--- config.mk ---
export PLATFORM = sky130hd
export DESIGN_NAME = tzsp_header_deframer_unit
export DESIGN_NICKNAME = d
export VERILOG_FILES = /design/src/design/tzsp_pkg.sv /design/src/design/tzsp_front.sv /design/src/design/tzsp_queue.sv /design/src/design/tzsp_back.sv /design/src/design/tzsp_header_deframer_unit.sv
export SDC_FILE = /design/constraint.sdc
export NUM_CORES = 1
export LEC_CHECK = 0
export ABC_AREA = 1
export BUFFER_PORTS_ARGS = -buffer_cell sky130_fd_sc_hd__buf_4
export CORE_UTILIZATION = 40
export CTS_BUF_LIST = sky130_fd_sc_hd__clkbuf_8
export CTS_CLUSTER_SIZE = 25
export DETAILED_ROUTE_END_ITERATION = 6
export MAX_ROUTING_LAYER = met4
export SKIP_CTS_REPAIR_TIMING = 1
export SYNTH_ARGS = -nofsm -noshare
export SYNTH_HDL_FRONTEND = slang
export SYNTH_HIERARCHICAL = 1
export SYNTH_SLANG_ARGS = --single-unit
--- constraint.sdc ---
create_clock -name clk -period 10.3 [get_ports clk]
set_input_delay 0.515 -clock clk [delete_from_list [all_inputs] [get_ports clk]]
set_output_delay 0.515 -clock clk [all_outputs]
set_load 0.01 [all_outputs]
--- src/design/tzsp_pkg.sv ---
package tzsp_pkg;

  localparam int QUEUE_DEPTH = 2;

  localparam logic [2:0] ST_OK       = 3'd0;
  localparam logic [2:0] ST_SHORT    = 3'd1;
  localparam logic [2:0] ST_VERSION  = 3'd2;
  localparam logic [2:0] ST_TYPE     = 3'd3;
  localparam logic [2:0] ST_ENCAP    = 3'd4;
  localparam logic [2:0] ST_OVERRUN  = 3'd5;
  localparam logic [2:0] ST_SHORTPAY = 3'd6;

  localparam logic [15:0] MIN_FRAME_EXCL = 16'd10;
  localparam logic [15:0] MIN_PAYLOAD    = 16'd6;
  localparam logic [16:0] WALK_TAIL      = 17'd2;

  // Classified byte handed from the parser to the output side.
  typedef struct packed {
    logic [7:0] data;
    logic       is_payload;
    logic       frame_end;
    logic [2:0] status;
  } item_t;

endpackage

--- src/design/tzsp_front.sv ---
module tzsp_front (
  input  logic               clk,
  input  logic               rst_n,
  input  logic               in_valid,
  output logic               in_stall,
  input  logic [7:0]         in_data_byte,
  input  logic [15:0]        in_frame_length,
  input  logic               q_full,
  output logic               q_push,
  output tzsp_pkg::item_t    q_item
);

  localparam logic [2:0] PH_HEADER  = 3'd0;
  localparam logic [2:0] PH_TAG     = 3'd1;
  localparam logic [2:0] PH_TAGLEN  = 3'd2;
  localparam logic [2:0] PH_SKIP    = 3'd3;
  localparam logic [2:0] PH_PAYLOAD = 3'd4;
  localparam logic [2:0] PH_DISCARD = 3'd5;

  logic [15:0] pos_r, pos_nxt;
  logic [15:0] len_r;
  logic [2:0]  phase_r, phase_nxt;
  logic [7:0]  skip_r, skip_nxt;
  logic [2:0]  verdict_r, verdict_nxt;

  logic        first, last, accept, near_end;
  logic [15:0] len;
  logic [2:0]  ph;
  logic [7:0]  sk, sk_dec;
  logic [16:0] pos_inc, len_m_pos;
  logic [15:0] left_after;
  logic [2:0]  final_status;

  assign in_stall = q_full;
  assign accept   = in_valid && !q_full;
  assign q_push   = accept;

  always_comb begin
    first      = (pos_r == 16'd0);
    len        = first ? in_frame_length : len_r;
    ph         = first ? PH_HEADER : phase_r;
    sk         = first ? 8'd0 : skip_r;
    pos_inc    = {1'b0, pos_r} + 17'd1;
    last       = (pos_inc >= {1'b0, len});
    left_after = last ? 16'd0 : (len - pos_inc[15:0]);
    len_m_pos  = {1'b0, len} - {1'b0, pos_r};
    near_end   = !len_m_pos[16] && (len_m_pos <= tzsp_pkg::WALK_TAIL);
    sk_dec     = (sk != 8'd0) ? sk - 8'd1 : sk;

    phase_nxt   = ph;
    verdict_nxt = first ? tzsp_pkg::ST_OK : verdict_r;
    skip_nxt    = sk;

    case (ph)
      PH_HEADER: begin
        if (pos_r == 16'd0) begin
          if (len <= tzsp_pkg::MIN_FRAME_EXCL) begin
            verdict_nxt = tzsp_pkg::ST_SHORT;
            phase_nxt   = PH_DISCARD;
          end else if (in_data_byte != 8'd1) begin
            verdict_nxt = tzsp_pkg::ST_VERSION;
            phase_nxt   = PH_DISCARD;
          end
        end else if (pos_r == 16'd1) begin
          if (in_data_byte > 8'd1) begin
            verdict_nxt = tzsp_pkg::ST_TYPE;
            phase_nxt   = PH_DISCARD;
          end
        end else if (pos_r == 16'd2) begin
          if (in_data_byte != 8'd0) begin
            verdict_nxt = tzsp_pkg::ST_ENCAP;
            phase_nxt   = PH_DISCARD;
          end
        end else begin
          if (in_data_byte != 8'd1) begin
            verdict_nxt = tzsp_pkg::ST_ENCAP;
            phase_nxt   = PH_DISCARD;
          end else begin
            phase_nxt = PH_TAG;
          end
        end
      end
      PH_TAG: begin
        if (near_end) begin
          verdict_nxt = tzsp_pkg::ST_SHORTPAY;
          phase_nxt   = PH_DISCARD;
        end else if (in_data_byte == 8'd1) begin
          if (left_after < tzsp_pkg::MIN_PAYLOAD) begin
            verdict_nxt = tzsp_pkg::ST_SHORTPAY;
            phase_nxt   = PH_DISCARD;
          end else begin
            phase_nxt = PH_PAYLOAD;
          end
        end else if (in_data_byte != 8'd0) begin
          phase_nxt = PH_TAGLEN;
        end
      end
      PH_TAGLEN: begin
        if ({8'd0, in_data_byte} > left_after) begin
          verdict_nxt = tzsp_pkg::ST_OVERRUN;
          phase_nxt   = PH_DISCARD;
        end else if (in_data_byte == 8'd0) begin
          phase_nxt = PH_TAG;
        end else begin
          skip_nxt  = in_data_byte;
          phase_nxt = PH_SKIP;
        end
      end
      PH_SKIP: begin
        skip_nxt = sk_dec;
        if (sk_dec == 8'd0) phase_nxt = PH_TAG;
      end
      default: begin
      end
    endcase

    // a frame that ends without an error anywhere but in the payload is short
    final_status = ((verdict_nxt == tzsp_pkg::ST_OK) && (phase_nxt != PH_PAYLOAD))
                   ? tzsp_pkg::ST_SHORTPAY : verdict_nxt;

    q_item.is_payload = (ph == PH_PAYLOAD);
    q_item.data       = (ph == PH_PAYLOAD) ? in_data_byte : 8'd0;
    q_item.frame_end  = last;
    q_item.status     = last ? final_status : tzsp_pkg::ST_OK;

    pos_nxt = last ? 16'd0 : pos_inc[15:0];
    if (last) begin
      phase_nxt = PH_HEADER;
      skip_nxt  = 8'd0;
    end
  end

  always_ff @(posedge clk) begin
    if (!rst_n) begin
      pos_r     <= 16'd0;
      len_r     <= 16'd0;
      phase_r   <= PH_HEADER;
      skip_r    <= 8'd0;
      verdict_r <= tzsp_pkg::ST_OK;
    end else if (accept) begin
      pos_r     <= pos_nxt;
      len_r     <= len;
      phase_r   <= phase_nxt;
      skip_r    <= skip_nxt;
      verdict_r <= verdict_nxt;
    end
  end

endmodule

--- src/design/tzsp_queue.sv ---
module tzsp_queue #(
  parameter int DEPTH = tzsp_pkg::QUEUE_DEPTH
) (
  input  logic             clk,
  input  logic             rst_n,
  input  logic             push,
  input  tzsp_pkg::item_t  push_item,
  output logic             full,
  input  logic             pop,
  output logic             not_empty,
  output tzsp_pkg::item_t  head_item
);

  localparam int PTR_W = (DEPTH > 1) ? $clog2(DEPTH) : 1;
  localparam int CNT_W = $clog2(DEPTH + 1);

  tzsp_pkg::item_t   slot_r [DEPTH];
  logic [PTR_W-1:0]  wr_ptr_r, wr_ptr_nxt;
  logic [PTR_W-1:0]  rd_ptr_r, rd_ptr_nxt;
  logic [CNT_W-1:0]  count_r, count_nxt;
  logic              do_push, do_pop;

  assign full      = (count_r == CNT_W'(DEPTH));
  assign not_empty = (count_r != '0);
  assign head_item = slot_r[rd_ptr_r];
  assign do_push   = push && !full;
  assign do_pop    = pop && not_empty;

  always_comb begin
    wr_ptr_nxt = wr_ptr_r;
    rd_ptr_nxt = rd_ptr_r;
    count_nxt  = count_r;
    if (do_push) wr_ptr_nxt = (wr_ptr_r == PTR_W'(DEPTH - 1)) ? '0 : wr_ptr_r + 1'b1;
    if (do_pop)  rd_ptr_nxt = (rd_ptr_r == PTR_W'(DEPTH - 1)) ? '0 : rd_ptr_r + 1'b1;
    if (do_push && !do_pop)      count_nxt = count_r + 1'b1;
    else if (do_pop && !do_push) count_nxt = count_r - 1'b1;
  end

  always_ff @(posedge clk) begin
    if (!rst_n) begin
      wr_ptr_r <= '0;
      rd_ptr_r <= '0;
      count_r  <= '0;
    end else begin
      wr_ptr_r <= wr_ptr_nxt;
      rd_ptr_r <= rd_ptr_nxt;
      count_r  <= count_nxt;
    end
  end

  always_ff @(posedge clk) begin
    if (do_push) slot_r[wr_ptr_r] <= push_item;
  end

endmodule

--- src/design/tzsp_back.sv ---
module tzsp_back (
  input  logic             clk,
  input  logic             rst_n,
  input  logic             q_not_empty,
  input  tzsp_pkg::item_t  q_item,
  output logic             q_pop,
  output logic             out_valid,
  input  logic             out_stall,
  output logic [7:0]       out_out_byte,
  output logic             out_is_payload,
  output logic             out_frame_end,
  output logic [2:0]       out_status,
  output logic [31:0]      out_accepted_total,
  output logic [31:0]      out_dropped_total
);

  logic        valid_r;
  logic [7:0]  byte_r;
  logic        pay_r, end_r;
  logic [2:0]  status_r;
  logic [31:0] acc_total_r, drop_total_r;
  logic [31:0] acc_r, acc_nxt, drop_r, drop_nxt;
  logic        load, ok_frame;

  assign load     = q_not_empty && (!valid_r || !out_stall);
  assign q_pop    = load;
  assign ok_frame = (q_item.status == tzsp_pkg::ST_OK);

  always_comb begin
    acc_nxt  = acc_r;
    drop_nxt = drop_r;
    if (q_item.frame_end) begin
      if (ok_frame) begin
        if (acc_r != 32'hFFFF_FFFF) acc_nxt = acc_r + 32'd1;
      end else begin
        if (drop_r != 32'hFFFF_FFFF) drop_nxt = drop_r + 32'd1;
      end
    end
  end

  always_ff @(posedge clk) begin
    if (!rst_n) begin
      valid_r <= 1'b0;
      acc_r   <= 32'd0;
      drop_r  <= 32'd0;
    end else if (load) begin
      valid_r <= 1'b1;
      acc_r   <= acc_nxt;
      drop_r  <= drop_nxt;
    end else if (!out_stall) begin
      valid_r <= 1'b0;
    end
  end

  always_ff @(posedge clk) begin
    if (load) begin
      byte_r       <= q_item.data;
      pay_r        <= q_item.is_payload;
      end_r        <= q_item.frame_end;
      status_r     <= q_item.status;
      acc_total_r  <= q_item.frame_end ? acc_nxt : 32'd0;
      drop_total_r <= q_item.frame_end ? drop_nxt : 32'd0;
    end
  end

  assign out_valid          = valid_r;
  assign out_out_byte       = byte_r;
  assign out_is_payload     = pay_r;
  assign out_frame_end      = end_r;
  assign out_status         = status_r;
  assign out_accepted_total = acc_total_r;
  assign out_dropped_total  = drop_total_r;

endmodule

--- src/design/tzsp_header_deframer_unit.sv ---
// An accepted input item is written into the queue and then loaded into the output register.
// Throughput: one byte per cycle while the queue is not full; the parser decides each byte
// combinationally and a small queue separates it from the output register.
// Reset (rst_n low, synchronous) clears the parse state, the queue, the output
// valid and both frame totals; the block takes items in the cycle after reset.
module tzsp_header_deframer_unit #(
  parameter int QUEUE_DEPTH = tzsp_pkg::QUEUE_DEPTH
) (
  input  logic        clk,
  input  logic        rst_n,
  input  logic        in_valid,
  output logic        in_stall,
  input  logic [7:0]  in_data_byte,
  input  logic [15:0] in_frame_length,
  output logic        out_valid,
  input  logic        out_stall,
  output logic [7:0]  out_out_byte,
  output logic        out_is_payload,
  output logic        out_frame_end,
  output logic [2:0]  out_status,
  output logic [31:0] out_accepted_total,
  output logic [31:0] out_dropped_total
);

  tzsp_pkg::item_t push_item, head_item;
  logic            push, full, pop, not_empty;

  tzsp_front u_front (
    .clk             (clk),
    .rst_n           (rst_n),
    .in_valid        (in_valid),
    .in_stall        (in_stall),
    .in_data_byte    (in_data_byte),
    .in_frame_length (in_frame_length),
    .q_full          (full),
    .q_push          (push),
    .q_item          (push_item)
  );

  tzsp_queue #(
    .DEPTH (QUEUE_DEPTH)
  ) u_queue (
    .clk       (clk),
    .rst_n     (rst_n),
    .push      (push),
    .push_item (push_item),
    .full      (full),
    .pop       (pop),
    .not_empty (not_empty),
    .head_item (head_item)
  );

  tzsp_back u_back (
    .clk                (clk),
    .rst_n              (rst_n),
    .q_not_empty        (not_empty),
    .q_item             (head_item),
    .q_pop              (pop),
    .out_valid          (out_valid),
    .out_stall          (out_stall),
    .out_out_byte       (out_out_byte),
    .out_is_payload     (out_is_payload),
    .out_frame_end      (out_frame_end),
    .out_status         (out_status),
    .out_accepted_total (out_accepted_total),
    .out_dropped_total  (out_dropped_total)
  );

endmodule

After elaboration in Yosys (flattened, before gate mapping)
Memories as Yosys holds them, arrays and structs flattened. A register that Yosys moved wholly into a read port is not among the register bits.
Cells that the tools add are included.
{ "word_totals": {"elab_cells": 132, "reg_bits": 192, "memories": 1, "output_inout_bits": 79, "in_bits": 28, "rom_bits": 0, "ramBits": 26, "latch_bits": 0} }
{ "classes": {"bitwise": 0, "mul": 0, "n_addsub": 10, "n_div": 0, "eq_ne": 13, "n_reduce_logical": 25, "shifts": 0, "magnitude_cmp": 6, "muxes": 60} }
{ "mem_list": {"columns": ["memory", "words", "width", "rd", "rd_clocked_by_memory_dff", "write_ports", "line", "rtl"], "rows": [
  ["u_queue.slot_r", 2, 13, 1, 1, 1, "tzsp_queue.sv:17", "tzsp_pkg::item_t slot_r [DEPTH];"]
]} }
{ "ops": {"columns": ["cell", "count"], "rows": [
  ["two-way mux 32 bit", 6],
  ["two-way mux 3 bit", 30],
  ["adder 32 x 1 -> 32 bit, second input constant", 2],
  ["inequality test 32 bit, second input constant", 2],
  ["two-way mux 16 bit", 3],
  ["two-way mux 8 bit", 6],
  ["adder 16 x 1 -> 17 bit, second input constant", 1],
  ["greater-or-equal comparator 17 x 16 -> 1 bit", 1],
  ["less-or-equal comparator 17 x 2 -> 1 bit, second input constant", 1],
  ["subtractor 16 x 16 -> 17 bit", 1],
  ["equality test 16 x 1 -> 1 bit, second input constant", 1],
  ["equality test 16 x 2 -> 1 bit, second input constant", 1],
  ["greater-than comparator 8 x 16 -> 1 bit", 1],
  ["less-or-equal comparator 16 x 4 -> 1 bit, second input constant", 1],
  ["logical NOT 16 bit", 1],
  ["logical NOT 8 bit", 2],
  ["< comparator 16 x 3 -> 1 bit, second input constant", 1],
  ["case mux 8 bit (2 select lines)", 1],
  ["nonzero test 8 bit", 2],
  ["subtractor 16 bit", 1],
  ["case mux 3 bit (4 select lines)", 1],
  ["logical NOT 3 bit", 3],
  ["two-way mux 1 bit", 9],
  ["case mux 3 bit (3 select lines)", 1],
  ["other kinds (18)", 35]
]} }

Depth between registers and ports, before layout
{ "depth": {"ltp_word": 13, "depth_mapped": 39, "ltp_nobuf": 36} }

Hierarchy
The synthesis kept the hierarchy.
{ "by_module_without_submodules": {"columns": ["module", "area_each_um2", "cells_each", "seq_area_each_um2", "n_inst"], "rows": [
  ["tzsp_back", 8460.6, 1188, 3613.5, 1],
  ["tzsp_front", 6012.0, 1005, 920.9, 1],
  ["tzsp_queue", 1223.7, 77, 880.8, 1]
]} }

Least setup slack after synthesis
OpenSTA, ideal clock, no wires.
{ "synth_path": {"path_type": "reg-to-reg", "from": "register u_front.pos_r[0]", "to": "memory u_queue/slot_r[0][2] (netlist name), data pin", "slack_ns": 5.641, "t_required_ns": 10.039, "arrival_time_ns": 4.399, "path_stages_with_launch": 40, "setup_time_ns": 0.261, "period_less_slack_ns": 4.659, "n_path_buf": 4, "path_cell_list": "dfxtp_1 -> inv_1 -> ha_1 -> nand2_2 -> nor2_4 -> nand2_2 -> buf_6 -> buf_4 -> nand2_1 -> o21a_1 -> inv_1 -> ha_1 -> buf_2 -> nand2_1 -> inv_1 -> o21ai_0 -> nand2_1 -> nand4_1 -> [4 not listed] -> buf_6 -> nand2_1 -> ha_1 -> inv_1 -> nor2_1 -> nor2_1 -> o21a_1 -> o221a_2 -> a21oi_1 -> nand3_1 -> nand2_1 -> inv_1 -> nand2_1 -> nand2_1 -> nand2_1 -> nor2_1 -> nand2_1 -> a21oi_1"} }
{ "synth_rtl": {"columns": ["element", "line", "rtl"], "rows": [
  ["from (decl)", "tzsp_front.sv:20", "logic [15:0] pos_r, pos_nxt;"],
  ["from (signal assigned)", "tzsp_front.sv:141", "pos_r <= pos_nxt;"],
  ["to (decl)", "tzsp_queue.sv:17", null]
]} }

==> flow_summary_export.csv <==
group,metric,value,unit
status,outcome,"finished, final reports clean",
clocking,cts_tree,"yes",
placement,pre_cts_ws,4.64,ns
floorplanning,die_w,200,um
placement,place_congestion,0.927,
global_route,grt.total_usage,23.8,%
critical_path,cp.required,10.64,ns
logic_synthesis,post_synth_num_cell_types,54,
logic_synthesis,synth_edf_count,103,
cells_and_area,fillers,3949,
floorplanning,core_area,38600,sq um
placement,portBuffers,106,
timing,finalMaxSlewViolations,0,
drt,met2_length,21200,um
timing,timing.hold.ws,0.326,ns
drt,dr_wl_met3,2220,um
power_and_ir_drop,power_frac_clock,18.0,%
timing,worst-slew-pin-transition,1.21,ns
clocking,cts.path.max_buffers,3,
floorplanning,start_util,40.6,%
global_route,overflow,0,
drt,drt_iter0_drc,953,
placement,hpwl,32700,um
logic_synthesis,synth_area,15700,sq um
timing,period_needed,5.70,ns
critical_path,cp-end-kind,"flop",
floorplanning,die_h,200,um
clocking,h-tree-depth,2,
critical_path,crit_path_start_kind,"flop",
logic_synthesis,syn_nets,2363,
timing,finalHoldViolCount,0,
drt,remaining_drc_errors,0,
drt,dr.max_layer_used,"met4",
timing,fin_skew,0.0231,ns
logic_synthesis,async_flop_share,0,%
power_and_ir_drop,powerDensity,256,nW/um^2
floorplanning,dieArea,40000,sq um
global_route,grt_max_degree,102,
logic_synthesis,avgSynthCellArea,6.91,sq um
drt,ant_nets,0,
drt,vias,14863,
global_route,antenna_found_initial,1,
critical_path,cp_max_fo,47,
logic_synthesis,synthFlopType,"dfxtp_1",
floorplanning,top_level_ports,107,
flow_run,cap_violations,0,
power_and_ir_drop,power_frac_comb,47.0,%
clocking,clock-sinks,219,
clocking,clk_pin_slew,0.06,ns
timing,finalWorstSetupSlack,4.60,ns
logic_synthesis,ys_seq_elements,219,
power_and_ir_drop,p_sw_share,44.5,%
timing,slew_headroom,19.3,%
timing,setup_viol,0,
logic_synthesis,ys_seq_area_share,34.5,%
floorplanning,fp-row-count,72,
global_route,grt_pass1_wl,73400,um
drt,detail_route.first_pass.iterations,5,
clocking,cts-root-buf,"clkbuf_8",
timing,rsz0062_at_grt,"no",
logic_synthesis,yosys_warnings,6,
clocking,clk_latency,0.60,ns
min_path,min_path_type,"input port to flop",
drt,wl,45300,um
power_and_ir_drop,p_seq_share,35.0,%
power_and_ir_drop,power.leakage,7.85,nW
drt,wl_met1,20700,um
power_and_ir_drop,peakVddDrop,0.153,mV
global_route,grt_pass1_vias,14245,
critical_path,arrival,6.04,ns
cells_and_area,layout.nets,2443,
power_and_ir_drop,p_switching,2.00,mW
cells_and_area,drive_gt1_share,11.6,%
drt,avgRoutedWirePerCell,15.6,um
timing,finalCritPeriodShare,55.3,%
power_and_ir_drop,internal_power,2.50,mW
logic_synthesis,synthCells,2270,
critical_path,crit_type,"flop to flop",
timing,fin_setup_tns,0,ns
clocking,numCtsBuffers,39,
cells_and_area,area_growth,11.9,%
drt,via_per_inst,5.13,
timing,max_freq,176,MHz
[per-layer routing]
metal | up-vias | GRT usage (%)
li1 | 7561 | -
met1 | 6877 | 29.8
met2 | 345 | 38.9
met3 | 80 | 3.93
met4 | 0 | 7.94
met5 | - | -
[cell usage in the layout (no fill, tap or decap), types with 13 or more instances in the layout]
cell | synthesis | routed
inv_1 | 353 | 360
dfxtp_1 | 116 | 116
o21ai_0 | 99 | 99
nand2_2 | 25 | 26
nand4_1 | 64 | 64
clkbuf_8 | 0 | 41
nand2_1 | 541 | 540
buf_4 | 7 | 116
nand3_1 | 181 | 181
nor2_1 | 191 | 191
ha_1 | 63 | 63
a21oi_1 | 214 | 214
nor3_1 | 35 | 35
o21a_1 | 14 | 14
xor2_1 | 56 | 56
nor2_2 | 14 | 14
inv_2 | 12 | 13
edfxtp_1 | 103 | 103
[metrics by stage]
stage          std cells  util (%)  instance area, sq um  power (mW)
2_1_floorplan       2270         -                 15700        3.03
3_3_place_gp        2827      43.5                 16800        3.66
3_5_place_dp        2827      43.5                 16800        3.70
4_1_cts             2899      45.5                 17600        4.55
5_1_grt             2900      45.5                 17600        4.91
6_report            2900      45.5                 17600        4.50
[worst paths after layout]
check	startpoint	end	slack, ns	cells after the start
setup / recovery	u_front/pos_r[0]	u_queue/slot_r[1][2]	4.60	26
hold / removal	in_data_byte[2]	u_queue/slot_r[0][7]	0.33	3
setup reg to reg	u_front/pos_r[0]	u_queue/slot_r[1][2]	4.60	26
hold reg to reg	u_front/skip_r[4]	u_front/skip_r[4]	0.46	2
[sequential cells by signal, indices dropped and copies added, names as in the netlist, 8 cells and up, named ones only]
| signal | cells |
|---|---|
| u_back/acc_r | 32 |
| u_back/drop_r | 32 |
| u_back/out_accepted_total | 32 |
| u_back/out_dropped_total | 32 |
| u_queue/slot_r | 26 |
| u_front/len_r | 16 |
| u_front/pos_r | 16 |
| u_back/out_out_byte | 8 |
| u_front/skip_r | 8 |
[Yosys cell counts (12+ instances only)]
master      n  area share (%)
nand2_1   541              13
inv_1     353             8.4
a21oi_1   214             6.8
nor2_1    191             4.6
nand3_1   181             5.8
dfxtp_1   116              15
edfxtp_1  103              20
o21ai_0    99             3.2
nand4_1    64             2.6
ha_1       63             5.0
xor2_1     56             3.1
clkbuf_1   38            0.91
nor3_1     35             1.1
nand2_2    25             1.0
nor2_2     14            0.56
o21a_1     14            0.67
buf_2      13            0.41
inv_2      12            0.29
[cell families (layout without fill, tap and decap cells)]
kind of cell,Yosys count,in the layout,share of synthesized area (%)
adders and majority gates,65,65,5.28
other,0,1,0
xor gates and xnor gates,63,63,3.56
AOI/OAI and AO/OA,367,367,12.6
and+or+nand+nor,1097,1097,31.4
DFF,219,219,34.5
buffers and inverters,446,557,11.5
muxes,13,13,1.17
[cell type report]
class | count | area, sq um | area share [%]
Antenna cell | 1 | 2.50 | 0.0142
Sequential cell | 219 | 5420 | 30.8
Inverter | 369 | 1400 | 7.95
Timing Repair Buffer | 116 | 871 | 4.96
Tap cell | 518 | 648 | 3.69
Clock inverter | 31 | 188 | 1.07
Clock buffer | 41 | 564 | 3.21
Multi-Input combinational cell | 1605 | 8480 | 48.3
[critical path: stages (launching register included)]
cell and delay (ns):
dfxtp_1 0.44, inv_1 0.16, ha_1 0.24, nand2_2 0.09, nor2_4 0.06, nand2_2 0.75, o21ai_0 0.37, ha_1 0.47
nand2_1 0.14, o21ai_0 0.47, nand3_1 0.13, nand2_1 0.13, xor2_1 0.21, nand2_1 0.08, ha_1 0.31, nand4_1 0.13
o221a_2 0.27, a21oi_1 0.26, nand3_1 0.17, nand2_1 0.11, inv_1 0.04, nand2_1 0.04, nand2_1 0.09, nand2_1 0.08
nor2_1 0.04, nand2_1 0.07, a21oi_1 0.08
[power by group through the flow]
stage	clock network, mW	registers (mW)	logic [mW]
6_report	0.811	1.57	2.12
5_1_grt	0.881	1.62	2.40
4_1_cts	0.849	1.57	2.13
3_5_place_dp	0	1.59	2.12
3_3_place_gp	0	1.58	2.08
2_1_floorplan	0	1.59	1.45
No activity file was read; power rests on OpenSTA's default activity.
